### config.mk
export PLATFORM = sky130hd
export DESIGN_NAME = i2c_master_byte_engine
export DESIGN_NICKNAME = d
export VERILOG_FILES = /design/src/hdl/i2cmbe_pkg.sv /design/src/hdl/i2cmbe_cfg.sv /design/src/hdl/i2cmbe_in_reg.sv /design/src/hdl/i2cmbe_engine.sv /design/src/hdl/i2c_master_byte_engine.sv
export SDC_FILE = /design/constraint.sdc
export NUM_CORES = 1
export LEC_CHECK = 0
export ABC_AREA = 1
export BUFFER_PORTS_ARGS = -buffer_cell sky130_fd_sc_hd__buf_2
export CAP_MARGIN = 15
export CORE_MARGIN = 2
export CORE_UTILIZATION = 25
export CTS_CLUSTER_DIAMETER = 150
export DETAILED_ROUTE_END_ITERATION = 12
export PLACE_DENSITY = 0.49
export SETUP_SLACK_MARGIN = 0.2
export SLEW_MARGIN = 0
export SYNTH_ARGS = -nofsm -noshare
export SYNTH_HDL_FRONTEND = slang
export SYNTH_SLANG_ARGS = --single-unit
export TNS_END_PERCENT = 20
### constraint.sdc
create_clock -name clk -period 5.9 [get_ports clk]
set_input_delay 0.295 -clock clk [delete_from_list [all_inputs] [get_ports clk]]
set_output_delay 0.295 -clock clk [all_outputs]
set_load 0.01 [all_outputs]
### src/hdl/i2cmbe_pkg.sv
package i2cmbe_pkg;

  // Default width of the half-period / hold timer.
  localparam int TIMER_WIDTH_DEF = 16;

  localparam int CFG_DATA_W = 16;
  localparam int CFG_IDX_W  = 2;

  // Register reset values
  localparam logic [15:0] HALF_PERIOD_RST = 16'd100;
  localparam logic [4:0]  ACK_POLL_RST    = 5'd20;
  localparam logic [15:0] SHORT_HOLD_RST  = 16'd50;

  typedef enum logic [CFG_IDX_W-1:0] {
    REG_HALF_PERIOD = 2'd0,
    REG_ACK_POLL    = 2'd1,
    REG_SHORT_HOLD  = 2'd2
  } cfg_reg_t;

  typedef enum logic [1:0] {
    OP_START = 2'd0,
    OP_STOP  = 2'd1,
    OP_WRITE = 2'd2,
    OP_READ  = 2'd3
  } op_t;

  typedef enum logic [3:0] {
    PH_IDLE = 4'd0,
    PH_A    = 4'd1,
    PH_B    = 4'd2,
    PH_C    = 4'd3,
    PH_D    = 4'd4,
    PH_E    = 4'd5,
    PH_F    = 4'd6,
    PH_G    = 4'd7,
    PH_H    = 4'd8
  } phase_t;

  typedef struct packed {
    logic       cmd_valid;
    logic [1:0] opcode;
    logic [7:0] tx_byte;
    logic       send_ack;
    logic       sda_in;
  } cmd_item_t;

  typedef struct packed {
    logic       scl_release;
    logic       sda_release;
    logic       busy_res;
    logic       done_res;
    logic [7:0] rx_byte;
    logic       ack_ok;
  } res_item_t;

  typedef struct packed {
    logic [15:0] half_period_cycles;
    logic [4:0]  ack_poll_limit;
    logic [15:0] short_hold_cycles;
  } cfg_t;

endpackage

### src/hdl/i2cmbe_cfg.sv
module i2cmbe_cfg (
  input  logic                               clk,
  input  logic                               rst,
  input  logic                               cfg_we,
  input  logic [i2cmbe_pkg::CFG_IDX_W-1:0]   cfg_index,
  input  logic [i2cmbe_pkg::CFG_DATA_W-1:0]  cfg_data,
  output i2cmbe_pkg::cfg_t                   cfg
);

  always_ff @(posedge clk) begin
    if (rst) begin
      cfg.half_period_cycles <= i2cmbe_pkg::HALF_PERIOD_RST;
      cfg.ack_poll_limit     <= i2cmbe_pkg::ACK_POLL_RST;
      cfg.short_hold_cycles  <= i2cmbe_pkg::SHORT_HOLD_RST;
    end else if (cfg_we) begin
      case (i2cmbe_pkg::cfg_reg_t'(cfg_index))
        i2cmbe_pkg::REG_HALF_PERIOD: cfg.half_period_cycles <= cfg_data[15:0];
        i2cmbe_pkg::REG_ACK_POLL:    cfg.ack_poll_limit     <= cfg_data[4:0];
        i2cmbe_pkg::REG_SHORT_HOLD:  cfg.short_hold_cycles  <= cfg_data[15:0];
        default: ;  // unmapped index, dropped
      endcase
    end
  end

endmodule

### src/hdl/i2cmbe_in_reg.sv
module i2cmbe_in_reg (
  input  logic                   clk,
  input  logic                   rst,
  input  logic                   in_valid,
  output logic                   in_ready,
  input  i2cmbe_pkg::cmd_item_t  in_data,
  input  logic                   advance,
  output logic                   item_valid,
  output i2cmbe_pkg::cmd_item_t  item
);

  assign in_ready = !item_valid || advance;

  always_ff @(posedge clk) begin
    if (rst) begin
      item_valid <= 1'b0;
    end else if (in_ready) begin
      item_valid <= in_valid;
    end
  end

  // payload, no reset
  always_ff @(posedge clk) begin
    if (in_valid && in_ready) begin
      item <= in_data;
    end
  end

endmodule

### src/hdl/i2cmbe_engine.sv
module i2cmbe_engine #(
  parameter int TIMER_WIDTH = i2cmbe_pkg::TIMER_WIDTH_DEF
) (
  input  logic                   clk,
  input  logic                   rst,
  input  logic                   advance,
  input  i2cmbe_pkg::cmd_item_t  item,
  input  i2cmbe_pkg::cfg_t       cfg,
  output i2cmbe_pkg::res_item_t  res
);

  i2cmbe_pkg::phase_t      phase, phase_next;
  i2cmbe_pkg::op_t         current_op, current_op_next;
  logic [3:0]              bit_index, bit_index_next;
  logic [TIMER_WIDTH-1:0]  wait_counter, wait_counter_next;
  logic [4:0]              poll_counter, poll_counter_next;
  logic [7:0]              shift_byte, shift_byte_next;
  logic                    ack_to_send, ack_to_send_next;
  logic                    scl_level, scl_level_next;
  logic                    sda_level, sda_level_next;
  logic                    ack_result, ack_result_next;
  logic                    done;
  logic                    do_enter;
  i2cmbe_pkg::phase_t      target;
  logic [15:0]             wait_sel;

  // Mask a wait to the timer width; zero means one tick.
  function automatic logic [TIMER_WIDTH-1:0] load_wait(input logic [15:0] w);
    logic [31:0] wide;
    wide = {16'b0, w};
    if (wide[TIMER_WIDTH-1:0] == '0) begin
      load_wait = {{(TIMER_WIDTH-1){1'b0}}, 1'b1};
    end else begin
      load_wait = wide[TIMER_WIDTH-1:0];
    end
  endfunction

  // Next state: first the step itself, then the entry actions of the new phase.
  always_comb begin
    phase_next        = phase;
    current_op_next   = current_op;
    bit_index_next    = bit_index;
    wait_counter_next = wait_counter;
    poll_counter_next = poll_counter;
    shift_byte_next   = shift_byte;
    ack_to_send_next  = ack_to_send;
    scl_level_next    = scl_level;
    sda_level_next    = sda_level;
    ack_result_next   = ack_result;
    done              = 1'b0;
    do_enter          = 1'b0;
    target            = i2cmbe_pkg::PH_IDLE;
    wait_sel          = cfg.half_period_cycles;

    if (phase == i2cmbe_pkg::PH_IDLE) begin
      if (item.cmd_valid) begin
        current_op_next   = i2cmbe_pkg::op_t'(item.opcode);
        bit_index_next    = 4'd0;
        poll_counter_next = 5'd0;
        ack_to_send_next  = item.send_ack;
        if (i2cmbe_pkg::op_t'(item.opcode) == i2cmbe_pkg::OP_WRITE) begin
          shift_byte_next = item.tx_byte;
        end
        do_enter = 1'b1;
        target   = i2cmbe_pkg::PH_A;
      end
    end else if (wait_counter > {{(TIMER_WIDTH-1){1'b0}}, 1'b1}) begin
      wait_counter_next = wait_counter - {{(TIMER_WIDTH-1){1'b0}}, 1'b1};
    end else begin
      case (phase)
        i2cmbe_pkg::PH_A: begin
          do_enter = 1'b1;
          target   = i2cmbe_pkg::PH_B;
        end
        i2cmbe_pkg::PH_B: begin
          if (current_op == i2cmbe_pkg::OP_READ) begin
            shift_byte_next = {shift_byte[6:0], item.sda_in};
          end
          do_enter = 1'b1;
          target   = i2cmbe_pkg::PH_C;
        end
        i2cmbe_pkg::PH_C: begin
          if (current_op inside {i2cmbe_pkg::OP_START, i2cmbe_pkg::OP_STOP}) begin
            phase_next = i2cmbe_pkg::PH_IDLE;
            done       = 1'b1;
          end else begin
            if (current_op == i2cmbe_pkg::OP_WRITE) begin
              shift_byte_next = {shift_byte[6:0], 1'b0};
            end
            bit_index_next = bit_index + 4'd1;
            do_enter       = 1'b1;
            target         = (bit_index_next >= 4'd8) ? i2cmbe_pkg::PH_D : i2cmbe_pkg::PH_A;
          end
        end
        i2cmbe_pkg::PH_D: begin
          do_enter = 1'b1;
          target   = i2cmbe_pkg::PH_E;
        end
        i2cmbe_pkg::PH_E: begin
          do_enter = 1'b1;
          if (current_op != i2cmbe_pkg::OP_WRITE) begin
            target = i2cmbe_pkg::PH_G;
          end else if (!item.sda_in) begin
            ack_result_next = 1'b1;
            target          = i2cmbe_pkg::PH_G;
          end else begin
            poll_counter_next = 5'd0;
            target            = i2cmbe_pkg::PH_F;
          end
        end
        i2cmbe_pkg::PH_F: begin
          do_enter = 1'b1;
          if (poll_counter >= cfg.ack_poll_limit) begin
            ack_result_next = 1'b0;
            target          = i2cmbe_pkg::PH_G;
          end else begin
            poll_counter_next = poll_counter + 5'd1;
            if (!item.sda_in) begin
              ack_result_next = 1'b1;
              target          = i2cmbe_pkg::PH_G;
            end else begin
              target = i2cmbe_pkg::PH_F;
            end
          end
        end
        i2cmbe_pkg::PH_G: begin
          do_enter = 1'b1;
          target   = i2cmbe_pkg::PH_H;
        end
        i2cmbe_pkg::PH_H: begin
          phase_next = i2cmbe_pkg::PH_IDLE;
          done       = 1'b1;
        end
        default: begin
          phase_next = i2cmbe_pkg::PH_IDLE;
        end
      endcase
    end

    if (do_enter) begin
      phase_next = target;
      case (target)
        i2cmbe_pkg::PH_A: begin
          case (current_op_next)
            i2cmbe_pkg::OP_START: begin
              sda_level_next = 1'b1;
              scl_level_next = 1'b1;
            end
            i2cmbe_pkg::OP_STOP:  sda_level_next = 1'b0;
            i2cmbe_pkg::OP_WRITE: sda_level_next = shift_byte_next[7];
            default:              sda_level_next = 1'b1;
          endcase
        end
        i2cmbe_pkg::PH_B: begin
          if (current_op_next == i2cmbe_pkg::OP_START) sda_level_next = 1'b0;
          else scl_level_next = 1'b1;
        end
        i2cmbe_pkg::PH_C: begin
          if (current_op_next == i2cmbe_pkg::OP_STOP) sda_level_next = 1'b1;
          else scl_level_next = 1'b0;
        end
        i2cmbe_pkg::PH_D: begin
          if (current_op_next == i2cmbe_pkg::OP_READ) sda_level_next = !ack_to_send_next;
        end
        i2cmbe_pkg::PH_E: begin
          scl_level_next = 1'b1;
          if (current_op_next == i2cmbe_pkg::OP_WRITE) sda_level_next = 1'b1;
        end
        i2cmbe_pkg::PH_F: begin
          wait_sel = {2'b00, cfg.half_period_cycles[15:2]};  // quarter period
        end
        i2cmbe_pkg::PH_G: begin
          scl_level_next = 1'b0;
          wait_sel       = cfg.short_hold_cycles;
        end
        i2cmbe_pkg::PH_H: begin
          sda_level_next = 1'b1;
        end
        default: ;
      endcase
      wait_counter_next = load_wait(wait_sel);
    end
  end

  // Result of this step
  always_comb begin
    res.scl_release = scl_level_next;
    res.sda_release = sda_level_next;
    res.busy_res    = (phase_next != i2cmbe_pkg::PH_IDLE) || done;
    res.done_res    = done;
    res.rx_byte     = shift_byte_next;
    res.ack_ok      = ack_result_next;
  end

  always_ff @(posedge clk) begin
    if (rst) begin
      phase        <= i2cmbe_pkg::PH_IDLE;
      current_op   <= i2cmbe_pkg::OP_START;
      bit_index    <= 4'd0;
      wait_counter <= '0;
      poll_counter <= 5'd0;
      shift_byte   <= 8'd0;
      ack_to_send  <= 1'b0;
      scl_level    <= 1'b1;
      sda_level    <= 1'b1;
      ack_result   <= 1'b0;
    end else if (advance) begin
      phase        <= phase_next;
      current_op   <= current_op_next;
      bit_index    <= bit_index_next;
      wait_counter <= wait_counter_next;
      poll_counter <= poll_counter_next;
      shift_byte   <= shift_byte_next;
      ack_to_send  <= ack_to_send_next;
      scl_level    <= scl_level_next;
      sda_level    <= sda_level_next;
      ack_result   <= ack_result_next;
    end
  end

endmodule

### src/hdl/i2c_master_byte_engine.sv
// I2C master byte engine. Each input transaction is one clock tick of the
// bus engine: it may carry a command (start, stop, write byte, read byte;
// honored only while the engine is idle) and always carries the sampled SDA
// level. Each input transaction yields exactly one output transaction with
// the open-drain SCL/SDA release levels, busy/done flags, the shift register
// (rx_byte) and the last write's acknowledge result. The engine takes one
// transaction per clock while the output is not stalled; an accepted input
// passes the input register, then the step logic and the result register.
// Both stages advance together whenever the result register is empty or
// being taken, so stalls on the output only hold the pipeline. Bus timing is
// counted in transactions: half_period_cycles per SCL half period, a quarter
// of it between acknowledge polls, short_hold_cycles after the acknowledge
// clock falls. Configuration writes land on the next clock and should only
// be issued while no command is running.
module i2c_master_byte_engine #(
  parameter int TIMER_WIDTH = i2cmbe_pkg::TIMER_WIDTH_DEF
) (
  input  logic                               clk,
  input  logic                               rst,
  // configuration write port
  input  logic                               cfg_we,
  input  logic [i2cmbe_pkg::CFG_IDX_W-1:0]   cfg_index,
  input  logic [i2cmbe_pkg::CFG_DATA_W-1:0]  cfg_data,
  // tick / command channel
  input  logic                               in_valid,
  output logic                               in_ready,
  input  i2cmbe_pkg::cmd_item_t              in_data,
  // result channel
  output logic                               out_valid,
  input  logic                               out_ready,
  output i2cmbe_pkg::res_item_t              out_data
);

  i2cmbe_pkg::cfg_t       cfg;
  i2cmbe_pkg::cmd_item_t  item;
  i2cmbe_pkg::res_item_t  res;
  logic                   item_valid;
  logic                   advance;

  // One step per transaction moved from the input register to the result
  // register; the result register frees up when empty or being taken.
  assign advance = item_valid && (!out_valid || out_ready);

  i2cmbe_cfg u_cfg (
    .clk       (clk),
    .rst       (rst),
    .cfg_we    (cfg_we),
    .cfg_index (cfg_index),
    .cfg_data  (cfg_data),
    .cfg       (cfg)
  );

  i2cmbe_in_reg u_in_reg (
    .clk        (clk),
    .rst        (rst),
    .in_valid   (in_valid),
    .in_ready   (in_ready),
    .in_data    (in_data),
    .advance    (advance),
    .item_valid (item_valid),
    .item       (item)
  );

  i2cmbe_engine #(
    .TIMER_WIDTH (TIMER_WIDTH)
  ) u_engine (
    .clk     (clk),
    .rst     (rst),
    .advance (advance),
    .item    (item),
    .cfg     (cfg),
    .res     (res)
  );

  // Result register
  always_ff @(posedge clk) begin
    if (rst) begin
      out_valid <= 1'b0;
    end else if (advance) begin
      out_valid <= 1'b1;
    end else if (out_ready) begin
      out_valid <= 1'b0;
    end
  end

  always_ff @(posedge clk) begin
    if (advance) begin
      out_data <= res;
    end
  end

endmodule

# Yosys cells after proc, flatten, opt, wreduce, memory -nomap -nowiden
# Cells that the tools add are included.
# W data, S select, Z words.
[op_classes] n_addsub=3 order_cmp=3 n_eq_ne=33 muxes=73 reduce_logical=26
[op_table] op="$mux W16" count=5
[op_table] op="$mux W4" count=14
[op_table] op="$mux W8" count=7
[op_table] op="$eq A4 B3 Y1 const B" count=8
[op_table] op="$pmux W16 S2" count=1
[op_table] op="$mux W5" count=6
[op_table] op="$pmux W4 S7" count=1
[op_table] op="$mux W1" count=27
[op_table] op="$eq A4 B2 Y1 const B" count=4
[op_table] op="$gt A16 B1 Y1 const B" count=1
[op_table] op="$logic_not A16 Y1" count=1
[op_table] op="$pmux W8 S2" count=1
[op_table] op="$sub A16 B1 Y16 const B" count=1
[op_table] op="$eq A2 B2 Y1 const B" count=6
[op_table] op="$pmux W5 S2" count=1
[op_table] op="$ne A3 B2 Y1 const B" count=3
[op_table] op="$eq A4 B1 Y1 const B" count=2
[op_table] op="$eq A4 B4 Y1 const B" count=2
[op_table] op="$pmux W1 S2" count=4
[op_table] op="$pmux W4 S2" count=1
[op_table] op="$reduce_bool A2 Y1" count=4
[op_table] op="$reduce_and A7 Y1" count=1
[op_table] op="$eq A2 B1 Y1 const B" count=3
[op_table] op="$logic_not A2 Y1" count=3
[op_table] op="20 further kinds" count=31
[word_totals] ff_bits=108 in_bits=36 out_inout_bits=15

# Logic depth before layout (Yosys ltp)
[depth] ltp_word=13 mapped_depth=22 depth_no_buf=22

# By module
# A second synthesis with hierarchy kept.
[hier_totals] cells_unflattened=853 hier_area_um2=6067.1
[modules_own_cells] mod="i2cmbe_engine" n_inst=1 cells_per_inst=589 area_per_inst_um2=3653.5 seq_area_each_um2=860.8
[modules_own_cells] mod="i2cmbe_cfg" n_inst=1 cells_per_inst=226 area_per_inst_um2=1537.7 seq_area_each_um2=740.7
[modules_own_cells] mod="i2c_master_byte_engine" n_inst=1 cells_per_inst=19 area_per_inst_um2=437.9 seq_area_each_um2=410.4
[modules_own_cells] mod="i2cmbe_in_reg" n_inst=1 cells_per_inst=19 area_per_inst_um2=437.9 seq_area_each_um2=410.4

# Least setup slack after synthesis
# Ideal clock, no wire load.
[synth_path] kind="register to register" startpoint="reg u_engine.wait_counter[0]" endpoint="reg u_engine.wait_counter[12]" setup_ns=0.095 arrival_time_ns=2.148 required_ns=5.805 path_slack_ns=3.656 stages_incl_launch_ff=12 path_cell_list="dfxtp_1 > inv_1 > ha_1 > o211ai_1 > nor2_8 > a21oi_1 > and3_1 > or2_1 > buf_6 > buf_2 > a21oi_1 > a221oi_1"
[synth_between] elab_chain_len=9 word_cells_on_any_way=18 classes_between="1 x add/sub; 1 x order compare; 3 x eq/ne; 10 x mux; 3 x reduce/logical"
[synth_lines] item="start, declared" line="i2cmbe_engine.sv:15" rtl="logic [TIMER_WIDTH-1:0] wait_counter, wait_counter_next;"
[synth_lines] item="start signal, assigned" line="i2cmbe_engine.sv:211" rtl="wait_counter <= wait_counter_next;"
[synth_lines] item="$gt A16 B1 Y1" line="i2cmbe_engine.sv:67" rtl="end else if (wait_counter > {{(TIMER_WIDTH-1){1'b0}}, 1'b1}) begin"
[synth_lines] item="$mux W4" line="i2cmbe_engine.sv:67"
[synth_lines] item="$mux W4" line="i2cmbe_engine.sv:55" rtl="if (phase == i2cmbe_pkg::PH_IDLE) begin"
[synth_lines] item="$eq A4 B3 Y1" line="i2cmbe_engine.sv:142" rtl="case (target)"
[synth_lines] item="$pmux W16 S2" line="i2cmbe_engine.sv:142"
[synth_lines] item="$mux W16" line="i2cmbe_engine.sv:140" rtl="if (do_enter) begin"
[synth_lines] item="$logic_not A16 Y1" line="i2cmbe_engine.sv:31" rtl="if (wide[TIMER_WIDTH-1:0] == '0) begin"
[synth_lines] item="$mux W16" line="i2cmbe_engine.sv:31"
[synth_lines] item="$mux W16" line="i2cmbe_engine.sv:140"
# Several ways; a longest one is shown, not always the timed one. The select of a mux whose other input is x is not followed.
# A chain may end at the register's enable or synchronous reset.

==> impl_metrics.json <==
{
  "cts_setup_buffers": 0,
  "start_kind": "flop",
  "clkSlewWorstSetupHoldPaths_ns": 0.08,
  "worst_setup_margin_ns": 2.65,
  "vias": 5064,
  "route.detailed.drc": 0,
  "vdd_drop_max_mv": 0.155,
  "netSwitchingPower_uw": 591,
  "pin_count_of_the_biggest_net_entering_global_routing": 31,
  "routabilityCongestion": 0.858,
  "synth_nets": 827,
  "number_of_gates_resized_after_cts": 0,
  "bufs_and_invs_on_worst_path": 2,
  "finalSetupViolations": 0,
  "antenna-diode-count": 0,
  "clkPwrFrac_pct": 32.8,
  "setup_repair_after_global_routing_missed_its_margin": "false",
  "crit_fanout": 12,
  "area_delta_synth_final_pct": 13.5,
  "gr-total-overflow": 0,
  "outcome": "complete, no violations",
  "ys.flop_type": "sky130_fd_sc_hd__dfxtp_1",
  "post-route-period-util_pct": 55.0,
  "final_critical_path_time_including_i_o_delays_and_setup_ns": 3.25,
  "cell_area_after_placement_mm2": 0.00624,
  "final_net_count": 863,
  "inserted_clock_buffers": 9,
  "drt_pre_antenna_iters": 4,
  "worst_clock_skew_ns": 0.00926,
  "half_perimeter_wire_length_after_detailed_placement_mm": 10.7,
  "final_layout_size_suffix_gt1_share_pct": 13.5,
  "timing.critical_path.max_delay_family": "compound AO/OA/AOI/OAI gates",
  "synth_area_mm2": 0.00575,
  "slowest_delay_ns": 0.98,
  "drt-initial-drc-count": 325,
  "wl_per_cell_um": 13.3,
  "ys_ff_latch": 108,
  "postCtsHoldBufs": 0,
  "grt_first_pass_wirelength_mm": 24.8,
  "static_leakage_uw": 0.00285,
  "synth_async_sr_flop_share_pct": 0,
  "clock-sinks": 108,
  "fp.dieArea_mm2": 0.0242,
  "row_count": 55,
  "swShare_pct": 31.7,
  "postLayoutCoreUtil_pct": 28.9,
  "io_buffer_count": 50,
  "report.final.slew_viol_count": 0,
  "cap_viol_max_count": 0,
  "die-width_um": 156,
  "ctsHtreeMaxLevel": 3,
  "synth_enable_flop_cells": 26,
  "ant_nets": 0,
  "commonest_cells_after_routing_fill_and_taps_aside": "sky130_fd_sc_hd__nand2_1, sky130_fd_sc_hd__nor2_1, sky130_fd_sc_hd__dfxtp_1, sky130_fd_sc_hd__o21ai_0, sky130_fd_sc_hd__inv_1",
  "totalWireLength_mm": 14.8,
  "synth.lib_cells_used.distinct": 50,
  "timing.slew.headroom_pct": 17.9,
  "start_util_pct": 25.4,
  "clock_path_buffers": 2,
  "yosys_warnings": 0,
  "number_of_antenna_violations_at_the_first_check_in_global_routing": 0,
  "power_frac_comb_pct": 21.8,
  "worst-slew-pin-transition_ns": 1.23,
  "fin_area_mm2": 0.00653,
  "core_region_area_mm2": 0.0226,
  "max_freq_mhz": 308,
  "setup-tns-final_ns": 0,
  "worstSetupPathType": "reg -> reg",
  "hold_path_class": "in -> reg",
  "worst_setup_path_end_kind": "flop",
  "cts-root-buf": "sky130_fd_sc_hd__clkbuf_16",
  "power.density_cell_area_mw_per_mm2": 285,
  "globalRouteTotalUtil_pct": 12.7,
  "preCtsSetupSlack_ns": 2.56,
  "internal_power_of_the_cells_uw": 1270,
  "route.detailed.vias_per_inst": 4.57,
  "layout_commonest_cell": "sky130_fd_sc_hd__nand2_1",
  "cp.required_ns": 5.99,
  "grt_pass1_vias": 4895,
  "crit_path_top_delay_cell": "sky130_fd_sc_hd__a21oi_1",
  "synthCells": 782,
  "synth.yosys.seq_area_share_pct": 42.1,
  "die-height_um": 156,
  "clkLatencyLatePin_ns": 0.35,
  "tritoncts": "done",
  "cp_cell_sequence": "inv_1 -> ha_1 -> nand2_2 -> nor2_4 -> o21ai_1 -> inv_2 -> a21oi_1 -> nor2_1 -> o211ai_1 -> a21boi_1 -> nand4_2",
  "io-pin-count": 51,
  "number_of_failing_hold_endpoints_at_the_final_stage": 0,
  "syn-mean-instance-area_um2": 7.36,
  "worstPathArrival_ns": 3.33,
  "share_seq_of_total_power_pct": 45.4
}
## state kept, by name, summed over array words and instances, names as in the netlist
name,count
u_engine.phase,4
u_engine.wait_counter,16
u_engine.current_op,2
u_engine.ack_result,1
u_engine.poll_counter,5
u_cfg.cfg,37
out_data,13
u_in_reg.item_valid,1
u_engine.scl_level,1
u_engine.bit_index,4
out_valid,1
u_engine.ack_to_send,1
u_engine.sda_level,1
u_engine.shift_byte,8
u_in_reg.item,13
## cell type report
class | count | area (µm²)
fill | 2463 | 16100
tap | 285 | 357
sequential | 108 | 2420
clock inverter | 7 | 67.6
inverter | 91 | 347
timing repair buffer | 54 | 280
clock buffer | 9 | 225
multi-input combinational | 554 | 2840
## metal layers
metal	track usage, %	wire (µm)	part of all wire [%]	vias up
met1	17.6	7480	51	2315
met3	2.28	439	3.0	9
met2	20.0	6660	45	60
met4	3.93	175	1.2	0
met5	0	0	0	-
li1	-	-	-	2680
## worst paths after layout
path / start / endpoint / slack [ns] / cells past startpoint
setup / recovery: u_engine.wait_counter[0] / out_data[11] / 2.65 / 11
hold / removal: in_data[7] / u_in_reg.item[7] / 0.11 / 1
setup reg to reg: u_engine.wait_counter[0] / out_data[11] / 2.65 / 11
hold reg to reg: u_engine.bit_index[2] / u_engine.bit_index[2] / 0.45 / 1
## power groups by stage
stage	Sequential, µW	Combinational [µW]	Clock, µW
2_1_floorplan	858	317	0
3_3_place_gp	864	406	0
3_5_place_dp	864	406	0
4_1_cts	847	408	634
5_1_grt	853	464	662
6_report	846	406	612
## synthesized netlist by cell type, types with 4 or more instances
| cell | n | area (µm²) |
|---|---|---|
| sky130_fd_sc_hd__xor2_1 | 9 | 78.8 |
| sky130_fd_sc_hd__a31oi_1 | 5 | 31.3 |
| sky130_fd_sc_hd__dfxtp_1 | 82 | 1640 |
| sky130_fd_sc_hd__o211ai_1 | 13 | 97.6 |
| sky130_fd_sc_hd__nor3_1 | 13 | 65.1 |
| sky130_fd_sc_hd__o22ai_1 | 6 | 37.5 |
| sky130_fd_sc_hd__clkbuf_1 | 18 | 67.6 |
| sky130_fd_sc_hd__ha_1 | 9 | 113 |
| sky130_fd_sc_hd__o21ai_0 | 80 | 400 |
| sky130_fd_sc_hd__buf_6 | 4 | 45.0 |
| sky130_fd_sc_hd__nor2_1 | 104 | 390 |
| sky130_fd_sc_hd__nor2_2 | 10 | 62.6 |
| sky130_fd_sc_hd__nor2_4 | 4 | 45.0 |
| sky130_fd_sc_hd__edfxtp_1 | 26 | 781 |
| sky130_fd_sc_hd__a21oi_1 | 60 | 300 |
| sky130_fd_sc_hd__nand2_2 | 5 | 31.3 |
| sky130_fd_sc_hd__inv_1 | 78 | 293 |
| sky130_fd_sc_hd__a221oi_1 | 8 | 70.1 |
| sky130_fd_sc_hd__nand3_1 | 54 | 270 |
| sky130_fd_sc_hd__inv_2 | 10 | 37.5 |
| sky130_fd_sc_hd__nand2_1 | 138 | 518 |
## metrics by stage
stage | cells | hold slack (ns) | total power (µW)
after global routing | 1108 | 0.0947 | 1980
after CTS | 1108 | 0.0984 | 1890
final | 1108 | 0.112 | 1860
after floorplan | 782 | 0.394 | 1170
after global placement | 1092 | 0.445 | 1270
after detailed placement | 1092 | 0.447 | 1270
## logic make-up after synthesis
logic type                 after synthesis  share of synthesized area, %
AOI/OAI and AO/OA                      191                          19.1
buffers and inverters                  120                          8.63
and+or+nand+nor                        342                          26.4
adders and majority gates                9                          1.96
xor gates and xnor gates                12                          1.83
DFF                                    108                          42.1
Power figures use the tool's default switching activity.
